===== src/sv/hssd_pkg.sv =====
// Shared types, tag codes and helpers for the Hessian 2 scalar stream decoder.
package hssd_pkg;

	typedef enum logic [1:0] {
		PH_TAG    = 2'd0,
		PH_SCALAR = 2'd1,
		PH_LENGTH = 2'd2,
		PH_DATA   = 2'd3
	} phase_t;

	typedef enum logic [3:0] {
		K_INT      = 4'd0,
		K_LONG     = 4'd1,
		K_DINT     = 4'd2,
		K_DMILLI   = 4'd3,
		K_DBITS    = 4'd4,
		K_BOOL     = 4'd5,
		K_NULL     = 4'd6,
		K_DATE_MS  = 4'd7,
		K_DATE_MIN = 4'd8,
		K_STR      = 4'd9,
		K_BIN      = 4'd10,
		K_UNSUP    = 4'd11
	} kind_t;

	localparam logic [7:0] TAG_BIN_MORE   = 8'h41;
	localparam logic [7:0] TAG_BIN_FINAL  = 8'h42;
	localparam logic [7:0] TAG_DBL_BITS   = 8'h44;
	localparam logic [7:0] TAG_FALSE      = 8'h46;
	localparam logic [7:0] TAG_INT32      = 8'h49;
	localparam logic [7:0] TAG_DATE_MS    = 8'h4A;
	localparam logic [7:0] TAG_DATE_MIN   = 8'h4B;
	localparam logic [7:0] TAG_LONG64     = 8'h4C;
	localparam logic [7:0] TAG_NULL       = 8'h4E;
	localparam logic [7:0] TAG_STR_MORE   = 8'h52;
	localparam logic [7:0] TAG_STR_FINAL  = 8'h53;
	localparam logic [7:0] TAG_TRUE       = 8'h54;
	localparam logic [7:0] TAG_LONG32     = 8'h59;
	localparam logic [7:0] TAG_DBL_ZERO   = 8'h5B;
	localparam logic [7:0] TAG_DBL_ONE    = 8'h5C;
	localparam logic [7:0] TAG_DBL_BYTE   = 8'h5D;
	localparam logic [7:0] TAG_DBL_SHORT  = 8'h5E;
	localparam logic [7:0] TAG_DBL_MILLI  = 8'h5F;

	localparam logic [7:0] BASE_INT1  = 8'h90;
	localparam logic [7:0] BASE_INT2  = 8'hC8;
	localparam logic [7:0] BASE_INT3  = 8'hD4;
	localparam logic [7:0] BASE_LONG1 = 8'hE0;
	localparam logic [7:0] BASE_LONG2 = 8'hF8;
	localparam logic [7:0] BASE_LONG3 = 8'h3C;
	localparam logic [7:0] BASE_BLEN  = 8'h34;
	localparam logic [7:0] BASE_SLEN  = 8'h30;
	localparam logic [7:0] BASE_BIN0  = 8'h20;

	localparam logic signed [16:0] MS_PER_MIN = 17'sd60000;

	function automatic kind_t chunk_kind(input logic [7:0] t);
		if (t < 8'h20 || (t >= 8'h30 && t <= 8'h33) || t == TAG_STR_MORE ||
				t == TAG_STR_FINAL)
			return K_STR;
		return K_BIN;
	endfunction

	// t - c, sign-extended to 64 bits
	function automatic logic [63:0] sub_ext(input logic [7:0] t, input logic [7:0] c);
		logic [8:0] d;
		d = {1'b0, t} - {1'b0, c};
		return {{55{d[8]}}, d};
	endfunction

endpackage


===== src/sv/hessian_scalar_stream_decoder_core.sv =====
// Hessian 2 byte stream decoder: tags and operand bytes in, typed scalars and chunk bytes out.
//
// Input channel: one stream byte per request on data_byte, in_valid/in_ready.
// Output channel: one result per request on value_kind, value, chunk_last,
// chunk_final, chunk_empty, with out_valid/out_ready.
// Each accepted byte yields zero or one result. A tag that stands alone, the
// last operand byte of a scalar, every string or binary payload byte and an
// empty chunk header each give one result; other bytes give none.
// The result is registered: it appears on the output register in the cycle
// after the byte that completes it is accepted.
// Throughput: one byte per cycle while in_ready is high; the decode state and
// the 32x17 minute-date multiply sit between the state registers and the output register.
// While the output register holds a result the receiver has not taken,
// in_ready drops; it stays high whenever the register is empty or drained.
// Reset clears the output valid flag and returns the decoder to expecting a
// tag byte with its gathered operand and counts cleared.
module hessian_scalar_stream_decoder_core (
	input  logic        clk,
	input  logic        arst_n,
	input  logic        in_valid,
	output logic        in_ready,
	input  logic [7:0]  data_byte,
	output logic        out_valid,
	input  logic        out_ready,
	output logic [3:0]  value_kind,
	output logic [63:0] value,
	output logic        chunk_last,
	output logic        chunk_final,
	output logic        chunk_empty
);

	hssd_pkg::phase_t phase_q, phase_d;
	logic [7:0]  tag_q, tag_d;
	logic [15:0] left_q, left_d, left_dec;
	logic [63:0] acc_q, acc_d, acc_sh;
	logic        fin_q, fin_d;

	logic              res_v;
	hssd_pkg::kind_t   res_kind;
	logic [63:0]       res_val;
	logic              res_last, res_fin, res_empty;

	hssd_pkg::kind_t   sc_kind;
	logic [63:0]       sc_val;
	logic signed [31:0] min_s;
	logic signed [48:0] min_ms;

	logic              out_valid_q;
	hssd_pkg::kind_t   kind_q;
	logic [63:0]       value_q;
	logic              last_q, final_q, empty_q;

	logic accept;

	assign in_ready = !out_valid_q || out_ready;
	assign accept   = in_valid && in_ready;

	assign left_dec = (left_q != 16'd0) ? left_q - 16'd1 : 16'd0;
	assign acc_sh   = {acc_q[55:0], data_byte};
	assign min_s    = $signed(acc_sh[31:0]);
	assign min_ms   = min_s * hssd_pkg::MS_PER_MIN;

	// scalar completion from the held tag and the fully gathered operand
	always_comb begin
		sc_kind = hssd_pkg::K_UNSUP;
		sc_val  = {56'd0, tag_q};
		case (tag_q)
			hssd_pkg::TAG_DBL_BITS: begin
				sc_kind = hssd_pkg::K_DBITS;
				sc_val  = acc_sh;
			end
			hssd_pkg::TAG_LONG64: begin
				sc_kind = hssd_pkg::K_LONG;
				sc_val  = acc_sh;
			end
			hssd_pkg::TAG_DATE_MS: begin
				sc_kind = hssd_pkg::K_DATE_MS;
				sc_val  = acc_sh;
			end
			hssd_pkg::TAG_DATE_MIN: begin
				sc_kind = hssd_pkg::K_DATE_MIN;
				sc_val  = {{15{min_ms[48]}}, min_ms};
			end
			hssd_pkg::TAG_INT32: begin
				sc_kind = hssd_pkg::K_INT;
				sc_val  = {{32{acc_sh[31]}}, acc_sh[31:0]};
			end
			hssd_pkg::TAG_LONG32: begin
				sc_kind = hssd_pkg::K_LONG;
				sc_val  = {{32{acc_sh[31]}}, acc_sh[31:0]};
			end
			hssd_pkg::TAG_DBL_BYTE: begin
				sc_kind = hssd_pkg::K_DINT;
				sc_val  = {{56{acc_sh[7]}}, acc_sh[7:0]};
			end
			hssd_pkg::TAG_DBL_SHORT: begin
				sc_kind = hssd_pkg::K_DINT;
				sc_val  = {{48{acc_sh[15]}}, acc_sh[15:0]};
			end
			hssd_pkg::TAG_DBL_MILLI: begin
				sc_kind = hssd_pkg::K_DMILLI;
				sc_val  = {{32{acc_sh[31]}}, acc_sh[31:0]};
			end
			default: begin
				if (tag_q >= 8'h38 && tag_q <= 8'h3F) begin
					sc_kind = hssd_pkg::K_LONG;
					sc_val  = acc_sh;
				end else if (tag_q >= 8'hC0 && tag_q <= 8'hD7) begin
					sc_kind = hssd_pkg::K_INT;
					sc_val  = acc_sh;
				end else if (tag_q >= 8'hF0) begin
					sc_kind = hssd_pkg::K_LONG;
					sc_val  = acc_sh;
				end
			end
		endcase
	end

	always_comb begin
		phase_d   = phase_q;
		tag_d     = tag_q;
		left_d    = left_q;
		acc_d     = acc_q;
		fin_d     = fin_q;
		res_v     = 1'b0;
		res_kind  = hssd_pkg::K_UNSUP;
		res_val   = 64'd0;
		res_last  = 1'b0;
		res_fin   = 1'b0;
		res_empty = 1'b0;
		case (phase_q)
			hssd_pkg::PH_SCALAR, hssd_pkg::PH_LENGTH: begin
				acc_d  = acc_sh;
				left_d = left_dec;
				if (left_dec == 16'd0) begin
					if (phase_q == hssd_pkg::PH_SCALAR) begin
						phase_d  = hssd_pkg::PH_TAG;
						res_v    = 1'b1;
						res_kind = sc_kind;
						res_val  = sc_val;
					end else if (acc_sh[15:0] == 16'd0) begin
						phase_d   = hssd_pkg::PH_TAG;
						res_v     = 1'b1;
						res_kind  = hssd_pkg::chunk_kind(tag_q);
						res_last  = 1'b1;
						res_fin   = fin_q;
						res_empty = 1'b1;
					end else begin
						left_d  = acc_sh[15:0];
						phase_d = hssd_pkg::PH_DATA;
					end
				end
			end
			hssd_pkg::PH_DATA: begin
				left_d   = left_dec;
				res_v    = 1'b1;
				res_kind = hssd_pkg::chunk_kind(tag_q);
				res_val  = {56'd0, data_byte};
				res_last = (left_dec == 16'd0);
				res_fin  = fin_q;
				if (left_dec == 16'd0)
					phase_d = hssd_pkg::PH_TAG;
			end
			default: begin
				tag_d   = data_byte;
				fin_d   = 1'b1;
				acc_d   = 64'd0;
				left_d  = 16'd0;
				phase_d = hssd_pkg::PH_TAG;
				if (data_byte < hssd_pkg::BASE_BIN0 || data_byte < hssd_pkg::BASE_SLEN) begin
					// compact chunk: length in the tag itself
					if ((data_byte < hssd_pkg::BASE_BIN0 && data_byte[4:0] == 5'd0) ||
							data_byte == hssd_pkg::BASE_BIN0) begin
						res_v     = 1'b1;
						res_kind  = hssd_pkg::chunk_kind(data_byte);
						res_last  = 1'b1;
						res_fin   = 1'b1;
						res_empty = 1'b1;
					end else begin
						left_d  = (data_byte < hssd_pkg::BASE_BIN0) ?
							{11'd0, data_byte[4:0]} : {12'd0, data_byte[3:0]};
						phase_d = hssd_pkg::PH_DATA;
					end
				end else if (data_byte < 8'h38) begin
					acc_d   = {62'd0, data_byte[1:0]};
					left_d  = 16'd1;
					phase_d = hssd_pkg::PH_LENGTH;
				end else if (data_byte < 8'h40) begin
					acc_d   = hssd_pkg::sub_ext(data_byte, hssd_pkg::BASE_LONG3);
					left_d  = 16'd2;
					phase_d = hssd_pkg::PH_SCALAR;
				end else if (data_byte >= 8'h80 && data_byte <= 8'hBF) begin
					res_v    = 1'b1;
					res_kind = hssd_pkg::K_INT;
					res_val  = hssd_pkg::sub_ext(data_byte, hssd_pkg::BASE_INT1);
				end else if (data_byte >= 8'hC0 && data_byte <= 8'hCF) begin
					acc_d   = hssd_pkg::sub_ext(data_byte, hssd_pkg::BASE_INT2);
					left_d  = 16'd1;
					phase_d = hssd_pkg::PH_SCALAR;
				end else if (data_byte >= 8'hD0 && data_byte <= 8'hD7) begin
					acc_d   = hssd_pkg::sub_ext(data_byte, hssd_pkg::BASE_INT3);
					left_d  = 16'd2;
					phase_d = hssd_pkg::PH_SCALAR;
				end else if (data_byte >= 8'hD8 && data_byte <= 8'hEF) begin
					res_v    = 1'b1;
					res_kind = hssd_pkg::K_LONG;
					res_val  = hssd_pkg::sub_ext(data_byte, hssd_pkg::BASE_LONG1);
				end else if (data_byte >= 8'hF0) begin
					acc_d   = hssd_pkg::sub_ext(data_byte, hssd_pkg::BASE_LONG2);
					left_d  = 16'd1;
					phase_d = hssd_pkg::PH_SCALAR;
				end else begin
					case (data_byte)
						hssd_pkg::TAG_BIN_MORE, hssd_pkg::TAG_STR_MORE: begin
							fin_d   = 1'b0;
							left_d  = 16'd2;
							phase_d = hssd_pkg::PH_LENGTH;
						end
						hssd_pkg::TAG_BIN_FINAL, hssd_pkg::TAG_STR_FINAL: begin
							left_d  = 16'd2;
							phase_d = hssd_pkg::PH_LENGTH;
						end
						hssd_pkg::TAG_DBL_BITS, hssd_pkg::TAG_DATE_MS,
						hssd_pkg::TAG_LONG64: begin
							left_d  = 16'd8;
							phase_d = hssd_pkg::PH_SCALAR;
						end
						hssd_pkg::TAG_INT32, hssd_pkg::TAG_DATE_MIN,
						hssd_pkg::TAG_LONG32, hssd_pkg::TAG_DBL_MILLI: begin
							left_d  = 16'd4;
							phase_d = hssd_pkg::PH_SCALAR;
						end
						hssd_pkg::TAG_DBL_BYTE: begin
							left_d  = 16'd1;
							phase_d = hssd_pkg::PH_SCALAR;
						end
						hssd_pkg::TAG_DBL_SHORT: begin
							left_d  = 16'd2;
							phase_d = hssd_pkg::PH_SCALAR;
						end
						hssd_pkg::TAG_FALSE: begin
							res_v    = 1'b1;
							res_kind = hssd_pkg::K_BOOL;
						end
						hssd_pkg::TAG_TRUE: begin
							res_v    = 1'b1;
							res_kind = hssd_pkg::K_BOOL;
							res_val  = 64'd1;
						end
						hssd_pkg::TAG_NULL: begin
							res_v    = 1'b1;
							res_kind = hssd_pkg::K_NULL;
						end
						hssd_pkg::TAG_DBL_ZERO: begin
							res_v    = 1'b1;
							res_kind = hssd_pkg::K_DINT;
						end
						hssd_pkg::TAG_DBL_ONE: begin
							res_v    = 1'b1;
							res_kind = hssd_pkg::K_DINT;
							res_val  = 64'd1;
						end
						default: begin
							res_v    = 1'b1;
							res_kind = hssd_pkg::K_UNSUP;
							res_val  = {56'd0, data_byte};
						end
					endcase
				end
			end
		endcase
	end

	always_ff @(posedge clk or negedge arst_n) begin
		if (!arst_n) begin
			phase_q <= hssd_pkg::PH_TAG;
			tag_q   <= 8'd0;
			left_q  <= 16'd0;
			acc_q   <= 64'd0;
			fin_q   <= 1'b0;
		end else if (accept) begin
			phase_q <= phase_d;
			tag_q   <= tag_d;
			left_q  <= left_d;
			acc_q   <= acc_d;
			fin_q   <= fin_d;
		end
	end

	always_ff @(posedge clk or negedge arst_n) begin
		if (!arst_n)
			out_valid_q <= 1'b0;
		else if (in_ready)
			out_valid_q <= accept && res_v;
	end

	always_ff @(posedge clk) begin
		if (accept && res_v) begin
			kind_q  <= res_kind;
			value_q <= res_val;
			last_q  <= res_last;
			final_q <= res_fin;
			empty_q <= res_empty;
		end
	end

	assign out_valid   = out_valid_q;
	assign value_kind  = kind_q;
	assign value       = value_q;
	assign chunk_last  = last_q;
	assign chunk_final = final_q;
	assign chunk_empty = empty_q;

`ifndef SYNTHESIS
	a_chunk_flags_only_on_chunks: assert property (@(posedge clk) disable iff (!arst_n)
		out_valid_q && !(kind_q == hssd_pkg::K_STR || kind_q == hssd_pkg::K_BIN)
		|-> !(last_q || final_q || empty_q))
		else $error("chunk flags set on a scalar result");

	a_empty_is_last: assert property (@(posedge clk) disable iff (!arst_n)
		out_valid_q && empty_q |-> last_q)
		else $error("empty chunk result without chunk_last");

	a_count_live: assert property (@(posedge clk) disable iff (!arst_n)
		phase_q != hssd_pkg::PH_TAG |-> left_q != 16'd0)
		else $error("operand or payload phase with zero bytes left");

	a_data_byte_emits: assert property (@(posedge clk) disable iff (!arst_n)
		accept && phase_q == hssd_pkg::PH_DATA |=> out_valid_q)
		else $error("payload byte accepted without a result");
`endif

endmodule

===== config.mk =====
export PLATFORM = sky130hd
export DESIGN_NAME = hessian_scalar_stream_decoder_core
export DESIGN_NICKNAME = d
export VERILOG_FILES = /design/src/sv/hssd_pkg.sv /design/src/sv/hessian_scalar_stream_decoder_core.sv
export SDC_FILE = /design/constraint.sdc
export NUM_CORES = 1
export LEC_CHECK = 0
export BUFFER_PORTS_ARGS = -buffer_cell sky130_fd_sc_hd__buf_4
export CORE_MARGIN = 5
export CORE_UTILIZATION = 35
export CTS_CLUSTER_SIZE = 24
export DETAILED_ROUTE_END_ITERATION = 8
export GPL_ROUTABILITY_DRIVEN = 0
export PLACE_DENSITY = 0.52
export SETUP_SLACK_MARGIN = 0.2
export SKIP_CTS_REPAIR_TIMING = 1
export SYNTH_ARGS = -nofsm -noshare
export SYNTH_HDL_FRONTEND = slang
export SYNTH_SLANG_ARGS = --single-unit
export TNS_END_PERCENT = 1

===== constraint.sdc =====
create_clock -name clk -period 15.75 [get_ports clk]
set_clock_uncertainty 0.1 [all_clocks]
set_input_delay 3.9375 -clock clk [delete_from_list [all_inputs] [get_ports clk]]
set_output_delay 3.9375 -clock clk [all_outputs]
set_load 0.005 [all_outputs]

==> reports/metrics.yaml, run 1 <==
ys_seq_area_frac: 0.2411
mappedNetlistArea_sq_mm: 0.01756
cp-end-kind: "flip-flop"
drive_gt1_frac: 0.07568
htree_levels: 4
grt_pass1_wl_um: 91280
final_common_cell: "inv_1"
die_w_um: 234.0
critPathMaxStageDelay_ps: 550
synth.distinct_cells: 83
drc: 0
yosysTopAreaCellShare: 0.1562
core_region_area_sq_mm: 0.04986
numCtsBuffers: 17
dp_hpwl_um: 45770
post_drt_wl_per_cell_um: 21.93
status: "finished clean"
synthToLayoutAreaGrowth_pct: 10.00
viasPerCell: 5.615
synth_edf_count: 71
start_kind: "primary input"
clk_pin_slew_ps: 70
wl_um: 59360
row_count: 82
cts_tree: "built"
grt_max_degree: 74
syn_nets: 2369
cts_sinks: 155
grt_pass1_vias: 15010
ys_warn_count: 0
layout_common_cells: "269 x inv_1, 213 x ha_1, 177 x nand2_1"
worstMarginPinSlew_ps: 1253
worstPathArrival_ps: 10240
netlist_top_cells_area: "fa_1 16%, ha_1 15%, edfxtp_1 12%"
globalRoute.totalOverflow: 0
hold_class: "reg -> reg"
cts-root-buf: "clkbuf_16"
grt_usage: 0.2164
finalMaxSlewViolations: 0
slowest_stage: "nor2_2"
finalSetupTns_ps: 0
crit_required_ps: 15970
synth_ff_type: "dfrtp_1"
io_pins: 85
netlist_instances: 2006
async_flop_share: 0.5419
ff2ff_setup_slack_ps: 9040
crit_chain: "buf_4 > clkinv_1 > ha_1 > xor2_1 > ha_1 > or2_2 > fa_1 > fa_1 > inv_1 > fa_1 > inv_1 > ha_1 > a21oi_1 > nand2_1 > nor3_1 > a21oi_1 > o21ba_2 > a31oi_1 > xnor2_1 > a21oi_1 > nor2_2 > a21o_1"
clock_latency_ps: 460
start_util: 0.3522
nets: 2385
antennaDiodeCount: 0
synth_largest_area_cell: "fa_1"
grt_antenna_before_repair: 2
dr.pass1.iters: 6
synth-seq-cells: 155
drtAntennaViolNets: 0
die_y_um: 234.0
final.period_utilization: 0.6364
avgSynthCellArea_sq_um: 8.753
period_needed_ps: 10020
vias: 15200
cap_violations: 0
setup_viol: 0
hold_violations: 0
critical_path_class: "in -> reg"
io_buffers: 84
relSlewSlack: 0.1581
clk_path_buf_depth: 2
fmax_ghz: 0.09977
cp_max_fo: 17
rsz0062_at_grt: "false"
die_area_sq_mm: 0.05475
drt_iter0_drc: 1621
-- area by class of cell --
| cell class | instances | area [sq um] |
|---|---|---|
| clock buffer | 19 | 432.9 |
| sequential | 155 | 4234 |
| timing repair buffer | 96 | 720.7 |
| fill | 5131 | 30550 |
| tap | 672 | 840.8 |
| inverter | 270 | 1013 |
| clock inverter | 13 | 112.6 |
| multi-input combinational | 1482 | 11960 |
-- cell families after synthesis --
family	synth area share
flip-flops	0.2411
adder cells (fa/ha/maj)	0.3087
multiplexers	0.006057
buffers and inverters	0.08002
AO/OA/AOI/OAI	0.1974
XOR/XNOR	0.02893
AND/OR/NAND/NOR	0.1377
-- through the flow --
step	setup slack [ps]	utilization	instances	hold slack, ps	instance area (sq um)
after floorplan	6082	-	2006	395.8	17560
after global placement	5428	0.3764	2675	391.1	18770
after detailed placement	5348	0.3764	2675	402.0	18770
after CTS	5797	0.3874	2707	422.5	19320
after global routing	5358	0.3874	2707	462.2	19320
final	5727	0.3874	2707	419.0	19320
-- worst max-delay path: cells and delay by family --
| kind | cells | cell delay (ps) |
|---|---|---|
| buffers and inverters | 4 | 750 |
| AO/OA/AOI/OAI | 6 | 1250 |
| AND/OR/NAND/NOR | 4 | 1160 |
| XOR/XNOR | 2 | 460 |
| adder cells (fa/ha/maj) | 6 | 2650 |
-- state kept, by name (all words and copies together), names as in the netlist --
| name | count |
|---|---|
| value | 64 |
| acc_q | 56 |
| left_q | 16 |
| tag_q | 8 |
| value_kind | 4 |
| phase_q | 2 |
| chunk_empty | 1 |
| chunk_final | 1 |
| chunk_last | 1 |
| fin_q | 1 |
| out_valid | 1 |
-- synthesized netlist by cell type (6+ instances only) --
master      n
nand2_1   177
clkbuf_1   90
o31ai_1     9
a22o_1      8
o22ai_1     6
nand4_1    18
a21oi_1   174
a211oi_1   13
a221oi_1   23
a21o_1     35
nor3_1     26
a31oi_1    31
o221ai_1   13
xor2_1     28
inv_1     269
dfrtp_1    84
a32oi_1     8
and3_1     16
nor2_1    140
o21ai_0   130
mux2i_1     8
xnor2_1    30
edfxtp_1   71
a22oi_1    16
nand3_1    43
and2_1     15
nor2b_1    17
nand2b_1   21
o211ai_1   13
a221o_1     9
o21a_1      9
o21bai_1    6
fa_1      137
ha_1      214
-- final timing paths --
path                         startpoint        end  cells after the start
min reg2reg                   out_valid  out_valid                      1
max                        data_byte[6]  value[56]                     22
min                           out_valid  out_valid                      1
max in group asynchronous        arst_n   acc_q[8]                      2
min in group asynchronous        arst_n  out_valid                      1
max reg2reg                    acc_q[2]  value[42]                     20
-- per-layer routing --
layer  global-route usage  share of wire  vias to the layer above
li1                     -              -                     7017
met1               0.3187           0.46                     7488
met2               0.3334           0.44                      620
met3              0.03717          0.074                       74
met4              0.05028          0.020                        2
met5                    0        0.00022                        -
Power of run 1 is left out: the tool's default activity adds up to more than one toggle a clock period on the data nets, which glitch-free logic cannot reach.
==> inputs of run 2 (changes only) <==
- PLACE_DENSITY: 0.52 -> 0.54
- clock period: 15.75 -> 8.1 ns (I/O delays scaled with it)
==> run 2 against run 1 <==
Effect of this change:
- clock-buffer cell count unchanged
- routed wire length increased by 0.25%
- sequential share of layout area decreased by 0.18 points
- flip-flop and latch count unchanged
- final cell count increased by 0.66%
- global-route usage about the same
- via count about the same
- final area increased by 0.81%
- die area unchanged
- register-to-register slack got worse by 7800 ps
==> reports/metrics.yaml, run 2 (synthesized netlist as in run 1, its figures left out) <==
grt_antenna_before_repair: 2  # unchanged
setup_viol: 0  # unchanged
die_w_um: 234.0  # unchanged
r2r_cells: 20  # unchanged
endpoint: "value[33]"
htree_levels: 4  # unchanged
dpl.cell_count: 2692  # +0.64%
row_count: 82  # unchanged
holdPathStages: 1  # unchanged
die_y_um: 234.0  # unchanged
drive_gt1_frac: 0.08382  # +0.008145
numCtsBuffers: 17  # unchanged
start_util: 0.3522  # unchanged
nets: 2402  # +0.71%
clk_path_buf_depth: 2  # unchanged
cp-end-kind: "flip-flop"
cap_violations: 0  # unchanged
hold_class: "reg -> reg"
worstMarginPinSlew_ps: 1141  # -112.0 ps
grt_pass1_vias: 15180  # +1.2%
finalSetupTns_ps: 0  # unchanged
cts_sinks: 155  # unchanged
synthToLayoutAreaGrowth_pct: 10.89
rsz0062_at_grt: "false"
reg2reg_to: "value[42]"
drtAntennaViolNets: 0  # unchanged
cts-root-buf: "clkbuf_16"
largest_register_ffs: 64  # unchanged
grt_max_degree: 74  # unchanged
start_kind: "primary input"
viasPerCell: 5.575  # -0.72%
drt_iter0_drc: 1552  # -4.3%
status: "finished clean"
r2r_start: "acc_q[2]"
hold_violations: 0  # unchanged
clk_pin_slew_ps: 80  # about the same
clock_latency_ps: 450  # about the same
die_area_sq_mm: 0.05475  # unchanged
worstPathArrival_ps: 7630  # -2610 ps
finalMaxSlewViolations: 0  # unchanged
layout_common_cells: "269 x inv_1, 213 x ha_1, 177 x nand2_1"
crit_required_ps: 8210  # -7760 ps
io_buffers: 84  # unchanged
period_needed_ps: 7518
grt_pass1_wl_um: 91110  # -0.19%
dp_hpwl_um: 46200  # +0.93%
vias: 15190  # -0.059%
fmax_ghz: 0.1330
io_pins: 85  # unchanged
drc: 0  # unchanged
grt_usage: 0.2160  # -0.0004413
final_cells: 2725  # +0.66%
dr.pass1.iters: 5  # -1
ff2ff_setup_slack_ps: 1200  # -7840 ps
cts_tree: "built"
post_drt_wl_per_cell_um: 21.84  # -0.41%
cp_max_fo: 12  # -5
relSlewSlack: 0.2333  # +0.07525
core_region_area_sq_mm: 0.04986  # unchanged
globalRoute.totalOverflow: 0  # unchanged
final_common_cell: "inv_1"
critical_path_class: "in -> reg"
wl_um: 59510  # +0.25%
final.period_utilization: 0.9281
cp-startpoint: "data_byte[3]"
==> run 2: per-layer routing <==
| layer | part of all wire | vias to the layer above | global-route usage |
|---|---|---|---|
| met5 | 0.00049 | - | 0 |
| met4 | 0.022 | 4 | 0.05230 |
| met1 | 0.46 | 7441 | 0.3131 |
| met3 | 0.078 | 80 | 0.04432 |
| li1 | - | 7037 | - |
| met2 | 0.44 | 630 | 0.3319 |
==> run 2: through the flow <==
| step | setup slack, ps | hold slack (ps) | utilization | instance area (sq um) |
|---|---|---|---|---|
| 3_5_place_dp | 174.2 | 397.7 | 0.3790 | 18900 |
| 3_3_place_gp | 260.0 | 390.3 | 0.3790 | 18900 |
| 6_report | 582.1 | 413.0 | 0.3905 | 19470 |
| 2_1_floorplan | 344.1 | 395.8 | - | 17560 |
| 5_1_grt | 211.1 | 423.6 | 0.3905 | 19470 |
| 4_1_cts | 639.1 | 417.5 | 0.3905 | 19470 |
==> run 2: critical path: stages <==
cell       delay (ps)
buf_4             170
inv_1             120
ha_1              390
xor2_1            240
ha_1              300
fa_1              510
fa_1              540
inv_1              60
fa_1              540
inv_1              50
ha_1              380
a21oi_1           240
o21ai_1           100
and2_1            180
a2111oi_0         520
o221ai_1          220
a21oi_1           260
o221ai_1          220
a41oi_1           300
and3_1            200
nor3b_2            50
==> run 2: cell type report <==
cell class,count,area (sq um)
flip-flops and latches,155,4234
clock inverters,13,128.9
diodes,1,2.502
fillers,5099,30390
well taps,672,840.8
multi-input cells,1482,11960
clock buffers,19,442.9
repair buffers,113,848.3
inverters,270,1013
==> run 2: worst min path at each step <==
| stage | end | slack [ps] | start |
|---|---|---|---|
| final | out_valid | 410 | out_valid |
| after global routing | out_valid | 420 | out_valid |
| after CTS | out_valid | 420 | out_valid |
| after detailed placement | out_valid | 400 | out_valid |
| after global placement | out_valid | 390 | out_valid |
| after floorplan | out_valid | 400 | out_valid |
Power of run 2 is left out for the same reason.
